$ cat config.mk
export PLATFORM = sky130hd
export DESIGN_NAME = number_to_word_tokens
export DESIGN_NICKNAME = d
export VERILOG_FILES = /design/src/design/ntw_pkg.sv /design/src/design/number_to_word_tokens.sv /design/src/design/ntw_bcd_conv.sv
export SDC_FILE = /design/constraint.sdc
export NUM_CORES = 1
export LEC_CHECK = 0
export BUFFER_PORTS_ARGS = -buffer_cell sky130_fd_sc_hd__buf_2
export CAP_MARGIN = 20
export CORE_AREA = 5 5 158 160
export CTS_CLUSTER_SIZE = 14
export DETAILED_ROUTE_END_ITERATION = 12
export DIE_AREA = 0 0 163 165
export PLACE_DENSITY = 0.82
export SLEW_MARGIN = 20
export SYNTH_ARGS = -nofsm -noshare
export SYNTH_HDL_FRONTEND = slang
export SYNTH_SLANG_ARGS = --single-unit
export TNS_END_PERCENT = 1
$ cat constraint.sdc
create_clock -name clk -period 8.8 [get_ports clk]
set_clock_uncertainty 0.05 [all_clocks]
set_input_delay 2.2 -clock clk [delete_from_list [all_inputs] [get_ports clk]]
set_output_delay 2.2 -clock clk [all_outputs]
set_load 0.01 [all_outputs]
$ cat src/design/ntw_pkg.sv
package ntw_pkg;

  localparam int VALUE_W        = 60;
  localparam int WORD_W         = 6;
  localparam int MAX_DIGITS_DEF = 18;

  // word codes
  localparam logic [WORD_W-1:0] W_ZERO      = 6'd0;
  localparam logic [WORD_W-1:0] W_TEEN_BASE = 6'd10;
  localparam logic [WORD_W-1:0] W_TWENTY    = 6'd20;
  localparam logic [WORD_W-1:0] W_TENS_BASE = 6'd18;
  localparam logic [WORD_W-1:0] W_HUNDRED   = 6'd28;
  localparam logic [WORD_W-1:0] W_SCALE0    = 6'd28;
  localparam logic [WORD_W-1:0] W_OH        = 6'd34;
  localparam logic [WORD_W-1:0] W_PERCENT   = 6'd35;

  // year reading window
  localparam logic [11:0] YEAR_LO = 12'd1000;
  localparam logic [11:0] YEAR_HI = 12'd2099;

  typedef struct packed {
    logic [VALUE_W-1:0] value;
    logic               ordinal;
    logic               percent;
    logic               year_eligible;
  } in_t;

  typedef struct packed {
    logic [WORD_W-1:0] word;
    logic              ordinal_form;
    logic              last;
  } out_t;

  typedef enum logic [2:0] {
    S_IDLE,
    S_CONV,
    S_CARD,
    S_YEAR,
    S_FLUSH,
    S_PCT
  } state_t;

  // steps within one group of three digits; the year reading reuses the first three
  typedef enum logic [2:0] {
    P_HDIG,
    P_HWORD,
    P_TENS,
    P_ONES,
    P_SCALE
  } phase_t;

  // largest value with n decimal digits, evaluated at elaboration
  function automatic logic [VALUE_W-1:0] dec_limit(input int n);
    logic [VALUE_W-1:0] r;
    r = 1;
    for (int i = 0; i < n; i++) begin
      r = r * 10;
    end
    return r - 1'b1;
  endfunction

endpackage

$ cat src/design/number_to_word_tokens.sv
// The converter shifts two bits a cycle into its digit register. One request at a time: the
// sequencer walks each nonzero three-digit group of a cardinal reading through its hundreds
// digit, hundred, tens, ones and scale steps and skips a zero group (six groups by default),
// then takes a flush step and, for a percent request, a percent step. Busy drops in the cycle
// that carries the last word, so the next request can be taken in that cycle. The receiver
// cannot stall. Reset (rst, synchronous) idles the sequencer, drops pending words.
module number_to_word_tokens import ntw_pkg::*; #(
  parameter int MAX_DIGITS = MAX_DIGITS_DEF
) (
  input  logic clk,
  input  logic rst,
  input  logic start,
  input  in_t  request,
  output logic busy,
  output out_t result,
  output logic result_valid
);

  localparam int NG    = (MAX_DIGITS + 2) / 3;
  localparam int BCD_W = 12 * NG;
  localparam int GI_W  = (NG > 1) ? $clog2(NG) : 1;
  localparam logic [VALUE_W-1:0] LIMIT = dec_limit(MAX_DIGITS);
  localparam bit YEAR_FITS = (MAX_DIGITS >= 4);

  state_t state, state_next;
  phase_t phase, phase_next;

  logic               ord, pct, yr;
  logic [BCD_W-1:0]   bcd_sh;
  logic [GI_W-1:0]    gi;
  logic [WORD_W-1:0]  pend_word;
  logic               pend_valid;

  logic               conv_load, conv_done;
  logic [BCD_W-1:0]   conv_bcd;
  logic [VALUE_W-1:0] value_sat;
  logic               year_ok;

  logic               gen_valid;
  logic [WORD_W-1:0]  gen_word;
  logic               grp_adv;
  logic               load_digits;
  logic               out_valid_next;
  out_t               out_next;

  logic [3:0]         h, t, o;
  logic               gz;
  logic [15:0]        yd, ydc;
  logic [WORD_W-1:0]  yhi;

  // clamp oversize values and qualify the year reading
  always_comb begin
    value_sat = (request.value > LIMIT) ? LIMIT : request.value;
    year_ok   = YEAR_FITS && request.year_eligible && !request.ordinal &&
                (request.value[VALUE_W-1:12] == '0) &&
                (request.value[11:0] >= YEAR_LO) && (request.value[11:0] <= YEAR_HI);
  end

  ntw_bcd_conv #(
    .MAX_DIGITS(MAX_DIGITS)
  ) u_conv (
    .clk  (clk),
    .rst  (rst),
    .load (conv_load),
    .value(value_sat),
    .done (conv_done),
    .bcd  (conv_bcd)
  );

  // digits of the current group and of a year
  always_comb begin
    h   = bcd_sh[BCD_W-1 -: 4];
    t   = bcd_sh[BCD_W-5 -: 4];
    o   = bcd_sh[BCD_W-9 -: 4];
    gz  = (bcd_sh[BCD_W-1 -: 12] == 12'd0);
    yd  = 16'(bcd_sh);
    ydc = 16'(conv_bcd);
    yhi = (yd[15:12] == 4'd1) ? W_TEEN_BASE + WORD_W'(yd[11:8]) : W_TWENTY;
  end

  assign busy = (state != S_IDLE);

  // sequencer: next state, generated word and output word
  always_comb begin
    state_next     = state;
    phase_next     = phase;
    gen_valid      = 1'b0;
    gen_word       = W_ZERO;
    grp_adv        = 1'b0;
    conv_load      = 1'b0;
    load_digits    = 1'b0;
    out_valid_next = 1'b0;
    out_next       = '{word: pend_word, ordinal_form: 1'b0, last: 1'b0};

    case (state)
      S_IDLE: begin
        if (start) begin
          conv_load  = 1'b1;
          state_next = S_CONV;
        end
      end
      S_CONV: begin
        if (conv_done) begin
          load_digits = 1'b1;
          phase_next  = P_HDIG;
          if (conv_bcd == '0) begin
            gen_valid  = 1'b1;
            gen_word   = W_ZERO;
            state_next = S_FLUSH;
          end else if (yr && !(ydc[7:0] == 8'd0 && ydc[11:8] == 4'd0)) begin
            state_next = S_YEAR;
          end else begin
            state_next = S_CARD;
          end
        end
      end
      S_CARD: begin
        case (phase)
          P_HDIG: begin
            if (gz) begin
              grp_adv = 1'b1;
            end else begin
              gen_valid  = (h != 4'd0);
              gen_word   = WORD_W'(h);
              phase_next = P_HWORD;
            end
          end
          P_HWORD: begin
            gen_valid  = (h != 4'd0);
            gen_word   = W_HUNDRED;
            phase_next = P_TENS;
          end
          P_TENS: begin
            if (t == 4'd1) begin
              gen_valid = 1'b1;
              gen_word  = W_TEEN_BASE + WORD_W'(o);
            end else if (t != 4'd0) begin
              gen_valid = 1'b1;
              gen_word  = W_TENS_BASE + WORD_W'(t);
            end
            phase_next = P_ONES;
          end
          P_ONES: begin
            gen_valid  = (t != 4'd1) && (o != 4'd0);
            gen_word   = WORD_W'(o);
            phase_next = P_SCALE;
          end
          P_SCALE: begin
            gen_valid = (gi != '0);
            gen_word  = W_SCALE0 + WORD_W'(gi);
            grp_adv   = 1'b1;
          end
          default: begin
            grp_adv = 1'b1;
          end
        endcase
        if (grp_adv) begin
          if (gi == '0) begin
            state_next = S_FLUSH;
          end else begin
            phase_next = P_HDIG;
          end
        end
      end
      S_YEAR: begin
        case (phase)
          P_HDIG: begin
            gen_valid  = 1'b1;
            gen_word   = yhi;
            phase_next = P_HWORD;
          end
          P_HWORD: begin
            gen_valid = 1'b1;
            if (yd[7:0] == 8'd0) begin
              gen_word   = W_HUNDRED;
              state_next = S_FLUSH;
            end else if (yd[7:4] == 4'd0) begin
              gen_word   = W_OH;
              phase_next = P_TENS;
            end else if (yd[7:4] == 4'd1) begin
              gen_word   = W_TEEN_BASE + WORD_W'(yd[3:0]);
              state_next = S_FLUSH;
            end else begin
              gen_word = W_TENS_BASE + WORD_W'(yd[7:4]);
              if (yd[3:0] == 4'd0) begin
                state_next = S_FLUSH;
              end else begin
                phase_next = P_TENS;
              end
            end
          end
          default: begin
            gen_valid  = 1'b1;
            gen_word   = WORD_W'(yd[3:0]);
            state_next = S_FLUSH;
          end
        endcase
      end
      S_FLUSH: begin
        out_valid_next = 1'b1;
        out_next       = '{word: pend_word, ordinal_form: ord, last: !pct};
        state_next     = pct ? S_PCT : S_IDLE;
      end
      S_PCT: begin
        out_valid_next = 1'b1;
        out_next       = '{word: W_PERCENT, ordinal_form: 1'b0, last: 1'b1};
        state_next     = S_IDLE;
      end
      default: begin
        state_next = S_IDLE;
      end
    endcase

    // release the held word once a newer one arrives
    if (gen_valid && pend_valid) begin
      out_valid_next = 1'b1;
      out_next       = '{word: pend_word, ordinal_form: 1'b0, last: 1'b0};
    end
  end

  // control registers
  always_ff @(posedge clk) begin
    if (rst) begin
      state        <= S_IDLE;
      phase        <= P_HDIG;
      pend_valid   <= 1'b0;
      result_valid <= 1'b0;
    end else begin
      state        <= state_next;
      phase        <= phase_next;
      result_valid <= out_valid_next;
      if (conv_load) begin
        pend_valid <= 1'b0;
      end else if (gen_valid) begin
        pend_valid <= 1'b1;
      end
    end
  end

  // payload: request flags, digit window, held word, result
  always_ff @(posedge clk) begin
    result <= out_next;
    if (conv_load) begin
      ord <= request.ordinal;
      pct <= request.percent && !request.ordinal;
      yr  <= year_ok;
    end
    if (gen_valid) begin
      pend_word <= gen_word;
    end
    if (load_digits) begin
      bcd_sh <= conv_bcd;
      gi     <= GI_W'(NG - 1);
    end else if (grp_adv && gi != '0) begin
      bcd_sh <= {bcd_sh[BCD_W-13:0], 12'd0};
      gi     <= gi - 1'b1;
    end
  end

`ifndef SYNTHESIS
  a_result_while_busy: assert property (@(posedge clk) disable iff (rst)
    result_valid |-> $past(busy))
    else $error("result strobe without a request in progress");

  a_last_frees_block: assert property (@(posedge clk) disable iff (rst)
    result_valid && result.last |-> !busy)
    else $error("block still busy after the last word");

  a_percent_is_last: assert property (@(posedge clk) disable iff (rst)
    result_valid && result.word == W_PERCENT |-> result.last && !result.ordinal_form)
    else $error("percent word not final or marked ordinal");

  a_accept_goes_busy: assert property (@(posedge clk) disable iff (rst)
    start && !busy |=> busy)
    else $error("request accepted but block not busy");
`endif

endmodule

$ cat src/design/ntw_bcd_conv.sv
module ntw_bcd_conv import ntw_pkg::*; #(
  parameter int MAX_DIGITS = MAX_DIGITS_DEF
) (
  input  logic                              clk,
  input  logic                              rst,
  input  logic                              load,
  input  logic [VALUE_W-1:0]                value,
  output logic                              done,
  output logic [4*3*((MAX_DIGITS+2)/3)-1:0] bcd
);

  localparam int NG    = (MAX_DIGITS + 2) / 3;
  localparam int ND    = 3 * NG;
  localparam int BCD_W = 4 * ND;
  localparam int STEPS = VALUE_W / 2;
  localparam int CNT_W = $clog2(STEPS);

  logic [VALUE_W-1:0] bin;
  logic [BCD_W-1:0]   bcd_r;
  logic [CNT_W-1:0]   cnt;
  logic               running;
  logic [BCD_W-1:0]   a1, s1, a2, s2;

  // add three to every digit of five or more before a shift
  function automatic logic [BCD_W-1:0] adjust(input logic [BCD_W-1:0] b);
    logic [3:0]       d;
    logic [BCD_W-1:0] r;
    r = b;
    for (int i = 0; i < ND; i++) begin
      d = b[4*i +: 4];
      r[4*i +: 4] = (d >= 4'd5) ? d + 4'd3 : d;
    end
    return r;
  endfunction

  // shift two binary bits into the digit register per cycle while a conversion runs
  always_comb begin
    a1 = adjust(bcd_r);
    s1 = {a1[BCD_W-2:0], bin[VALUE_W-1]};
    a2 = adjust(s1);
    s2 = {a2[BCD_W-2:0], bin[VALUE_W-2]};
  end

  // step counter and completion pulse
  always_ff @(posedge clk) begin
    if (rst) begin
      running <= 1'b0;
      done    <= 1'b0;
      cnt     <= '0;
    end else begin
      done <= 1'b0;
      if (load) begin
        running <= 1'b1;
        cnt     <= '0;
      end else if (running) begin
        cnt <= cnt + 1'b1;
        if (cnt == CNT_W'(STEPS - 1)) begin
          running <= 1'b0;
          done    <= 1'b1;
        end
      end
    end
  end

  // binary and digit shift registers
  always_ff @(posedge clk) begin
    if (load) begin
      bin   <= value;
      bcd_r <= '0;
    end else if (running) begin
      bin   <= {bin[VALUE_W-3:0], 2'b00};
      bcd_r <= s2;
    end
  end

  assign bcd = bcd_r;

endmodule
; ---- After elaboration in Yosys (flattened, before gate mapping)
; Index checks and enable logic that the tools add are counted.
; Widths: inputs -> output; s select.
[word_totals]
register_bits = 239
latch_bits = 0
mem_bits_rw = 0
mem_bits_ro = 0
input_bits = 66
output_inout_bits = 10
elab_cells = 263
mem_count = 0
[op_classes]
n_addsub = 44
n_mul = 0
n_div = 0
order_cmp = 39
eq_ne = 25
shifts = 0
mux = 98
bitwise_logic = 1
n_reduce_logical = 38
[op_table]
columns = op, count
row1 = $mux 60, 3
row2 = $ge 4x3->1 const B, 36
row3 = $mux 72, 2
row4 = $mux 4, 35
row5 = $add 4x2->4 const B, 34
row6 = $logic_not 72->1, 1
row7 = $gt 60x60->1 const B, 1
row8 = $mux 3, 20
row9 = $logic_not 48->1, 1
row10 = $mux 6, 5
row11 = $pmux 6 s5, 1
row12 = $pmux 6 s2, 2
row13 = $mux 1, 19
row14 = $logic_not 8->1, 2
row15 = $pmux 8 s2, 1
row16 = $add 4x4->5 const A, 3
row17 = $pmux 3 s5, 1
row18 = $add 5x4->6 const A, 2
row19 = $eq 3x2->1 const B, 4
row20 = $eq 4x1->1 const B, 3
row21 = $ge 12x10->1 const B, 1
row22 = $le 12x12->1 const B, 1
row23 = $logic_not 12->1, 1
row24 = $logic_not 4->1, 3
row25 = 33 further kinds, 63

; ---- Depth between registers and ports, before layout
[depth]
depth_word = 8
ltp_mapped = 11
mapped_depth_nobuf = 11

; ---- Hierarchy
; From an unflattened synthesis, not the netlist that was laid out.
[hier_totals]
cells_unflattened = 1566
hier_area_um2 = 14691.6
[modules_own_cells]
columns = module, n_inst, cells_each, area_per_inst_um2, seq_area_each_um2
row1 = ntw_bcd_conv, 1, 856, 8540.7, 3383.2
row2 = number_to_word_tokens, 1, 710, 6150.9, 2812.7

; ---- Worst setup path after synthesis
; Ideal clock, no wire load.
[synth_timing]
path_type = reg2reg
start = register bcd_sh[65]
end = register bcd_sh[0], enable pin
setup_ns = 0.602
arrival_ns = 6.217
required_time_ns = 8.148
slack_ns = 1.931
stages_incl_launch_ff = 5
n_path_buf = 0
period_less_slack_ns = 6.869
cell_sequence = edfxtp_1 nor4_1 and4_1 o21ai_0 o21ai_0
[synth_between]
elab_chain_cells = 7
[synth_lines]
columns = item, line_no
row1 = start: declaration, number_to_word_tokens.sv:29  ; logic [BCD_W-1:0] bcd_sh;
row2 = start signal: assignment, number_to_word_tokens.sv:252  ; bcd_sh <= conv_bcd;
row3 = start signal: assignment, number_to_word_tokens.sv:255  ; bcd_sh <= {bcd_sh[BCD_W-13:0], 12'd0};
row4 = $logic_not 12->1, number_to_word_tokens.sv:75  ; gz = (bcd_sh[BCD_W-1 -: 12] == 12'd0);
row5 = $mux 1, number_to_word_tokens.sv:120  ; if (gz) begin
row6 = $pmux 1 s2, number_to_word_tokens.sv:118  ; case (phase)
row7 = $mux 1 (2 in series), number_to_word_tokens.sv:95  ; case (state)
row8 = $logic_and 1x1->1, number_to_word_tokens.sv:254  ; end else if (grp_adv && gi != '0) begin
row9 = $reduce_bool 2->1 (no source line), n/a
; Every way passes these cells. The select of a mux whose other input is x is not followed.
; A chain may end at the register's enable or synchronous reset.

; ---- Final worst setup path
[layout_timing]
start = input port request[55] (netlist bit)
end = register u_conv.bin[0], data pin
[layout_between]
elab_chain_cells = 3
[layout_lines]
columns = item, line_no
row1 = start: declaration, number_to_word_tokens.sv:13  ; input in_t request,
row2 = $gt 60x60->1, number_to_word_tokens.sv:53  ; value_sat = (request.value > LIMIT) ? LIMIT : request.value;
row3 = $mux 60, number_to_word_tokens.sv:53
row4 = $mux 60, ntw_bcd_conv.sv:67  ; if (load) begin
row5 = end signal: assignment, ntw_bcd_conv.sv:68  ; bin <= value;
row6 = end signal: assignment, ntw_bcd_conv.sv:71  ; bin <= {bin[VALUE_W-3:0], 2'b00};
row7 = end: declaration, ntw_bcd_conv.sv:18  ; logic [VALUE_W-1:0] bin;
; Every way passes these cells.

==> flow_metrics.tcl <==
set metrics [dict create \
    synth-async-reset-ratio 0 \
    wl_per_cell_um 17.4 \
    path_class "in -> reg" \
    multi_input_comb_area_um2 7520 \
    netlist_area_um2 14200 \
    min_path_type "reg -> reg" \
    die_ht_um 165 \
    number_of_optimization_iterations_in_the_first_detailed_route_pass 8 \
    initial_core_util 0.610 \
    synthDistinctLibCells 61 \
    min_cycle_time_layout_ns 4.04 \
    yosys_warnings 0 \
    port_buffers 75 \
    worst-r2r-setup-slack_ns 5.65 \
    number_of_levels_the_h_tree_was_split_into 1 \
    grt_first_pass_wirelength_um 55500 \
    hpwl_detailed_um 23700 \
    post_drt_via_cell_ratio 6.05 \
    yosysTopAreaCell "edfxtp_1" \
    drc 0 \
    timing.rr.start "u_conv.bcd[64]" \
    worstSkewPairLatency_ns 0.53 \
    setup_total_negative_slack_ns 0 \
    area.growth.synth_to_final_pct 11.1 \
    yosys-top-cells-count "nand2_1, edfxtp_1, a21oi_1, o21ai_0, ha_1" \
    tritoncts "yes" \
    status "finished clean" \
    synth_sequential_area_ratio 0.436 \
    arr_time_crit_path_ns 4.25 \
    number_of_failing_setup_endpoints_in_the_final_timing_report 0 \
    most_frequently_used_cell_type_in_the_post_synthesis_netlist "nand2_1" \
    drt_first_iter_violations 1177 \
    finish.utilization 0.678 \
    setup.worst_path.end_class "flop" \
    grt_pass1_vias 11400 \
    detail_route.wirelength_um 34200 \
    fmaxAchievable_mhz 248 \
    cts_hold_buf 0 \
    post-route-period-util 0.459 \
    design.portCount 76 \
    final_max_slew_viol_count 0 \
    place_congestion 0.955 \
    grt_antenna_before_repair 1 \
    power.density_nw_per_um2 370 \
    cpMaxStageDelayCell "nor4_1" \
    r2r-end "pend_word[2]" \
    startpoint_type "input pin" \
    switching_power_share_of_the_total 0.393 \
    syn_avg_cell_area_um2 8.98 \
    grt_max_degree 102 \
    cp_data_required_time_ns 9.02 \
    clock-root-buffer "clkbuf_16" \
    comb_power_share 0.486 \
    worstMarginPinSlew_ns 0.934 \
    synthesis.nets 1747 \
    ys_ff_latch 239 \
    n_fill_cell 1840 \
    power.switching_w 0.00229 \
    num_rows 56 \
    total_routing_usage_reported_by_global_routing 0.251 \
    dr_total_vias 11900 \
    grt_setup_unrepaired "no" \
    internal-power_w 0.00354 \
    max_stage_delay_ns 0.56 \
    worst_slew_margin_rel 0.373 \
    startpoint "request[55]" \
    crit_path_cells "buf_2 > nor4_1 > nand2_1 > a21boi_1 > o211ai_1 > nand3_1 > buf_4 > o21ai_0" \
    path_max_fanout 48 \
    synth-main-ff-cell "edfxtp_1" \
    die_width_um 163 \
    cts_buffer_depth 3 \
    final_layout_size_suffix_gt1_frac 0.115 \
    share_of_power_burned_in_registers 0.307 \
    antenna_cells_inserted 0 \
    die_area_um2 26900 \
    p_leak_nw 6.43 \
    final_antenna_net_count 0 \
    synth_enable_flop_cells 141 \
    cts.repair.resized 0 \
    postCtsSetupRepairBufs 0 \
    num-nets-final 1794 \
    layout.area.seq_um2 6200 \
    cts_buffers 27 \
    postSynthCellCount 1581 \
    worst_ir_drop_vdd_v 0.000171 \
    worstSetupEndpoint "u_conv.bin[0]" \
    clock_sinks 239 \
    post_synth_main_area_contributors "edfxtp_1, dfxtp_1, ha_1" \
    clk_pin_slew_ns 0.06 \
    worst_r2r_path_depth 6 \
    final_hold_viol_count 0 \
    pwr-share-clk 0.207 \
    cap_viol_max_count 0 \
    core-area_um2 23300 \
    post-synth-top-area-fraction 0.298 \
    globalRoute.totalOverflow 0 \
]
-- per-layer routing --
layer	wire, um	vias to the layer above	track usage
met5	12	-	0
met4	1040	2	0.0854
met3	2610	84	0.0424
li1	-	5712	-
met2	16100	467	0.417
met1	14400	5632	0.334
-- area by class of cell --
class	instances	area share
timing repair buffer	84	0.0283
multi-input combinational	1208	0.476
clock inverter	14	0.0128
sequential	239	0.393
tap	319	0.0253
clock buffer	36	0.0481
inverter	68	0.0163
-- registers in the layout (all words and copies together) (netlist names) --
signal,cells
result,8
u_conv.cnt,5
u_conv.running,1
u_conv.done,1
pend_word,6
phase,3
u_conv.bcd,72
result_valid,1
pend_valid,1
bcd_sh,72
pct,1
gi,3
state,3
u_conv.bin,60
ord,1
yr,1
-- power groups by stage --
stage | Clock, W | Sequential, W | Combinational (W)
3_5_place_dp | 0 | 0.00180 | 0.00279
5_1_grt | 0.00127 | 0.00183 | 0.00319
2_1_floorplan | 0 | 0.00171 | 0.00228
6_report | 0.00121 | 0.00179 | 0.00284
4_1_cts | 0.00122 | 0.00178 | 0.00283
3_3_place_gp | 0 | 0.00179 | 0.00266
-- logic make-up (layout without fill, tap and decap cells) --
group,after synthesis,count (layout),synth area share
and+or+nand+nor,642,642,0.210
adders and majority gates,100,100,0.0881
buffers and inverters,134,202,0.0359
AOI/OAI and AO/OA,349,349,0.146
xor gates and xnor gates,42,42,0.0259
DFF,239,239,0.436
muxes,75,75,0.0578
-- stage by stage --
stage | cells | setup slack, ns | total power [W] | instance area (um2) | hold slack [ns]
global placement | 1918 | 4.42 | 0.00445 | 14800 | 0.352
CTS | 1968 | 4.82 | 0.00583 | 15800 | 0.374
global route | 1968 | 4.59 | 0.00629 | 15800 | 0.393
floorplan | 1581 | 1.93 | 0.00399 | 14200 | 0.351
detailed placement | 1918 | 4.28 | 0.00459 | 14800 | 0.360
finish | 1968 | 4.76 | 0.00584 | 15800 | 0.372
-- placed cells by master, fill, tap and decap left out, drive strengths merged, types with 28 or more instances in the layout --
cell type | Yosys | routed
nand2b | 44 | 44
edfxtp | 141 | 141
xnor2 | 39 | 39
mux2i | 28 | 28
nor2 | 93 | 93
ha | 100 | 100
inv | 67 | 68
dfxtp | 98 | 98
nand3 | 55 | 55
a211oi | 28 | 28
a21oi | 123 | 123
o21ai | 111 | 111
clkbuf | 58 | 36
buf | 8 | 84
mux2 | 46 | 46
nand2 | 315 | 315
-- how the worst min path moves through the flow --
stage,slack (ns),depth (start not counted),to,start
global placement,0.35,1,result[7],pend_word[5]
floorplan,0.35,1,result[2],pend_word[0]
CTS,0.37,1,result[3],pend_word[1]
detailed placement,0.36,1,result[3],pend_word[1]
global route,0.39,1,result[2],pend_word[0]
finish,0.37,1,result[2],pend_word[0]
-- critical path: cells and delay by family --
| kind | cells | cell delay [ns] |
|---|---|---|
| compound gates | 3 | 0.54 |
| buf+inv | 2 | 0.56 |
| simple gates | 3 | 0.95 |
(Power assumes the default switching activity.)
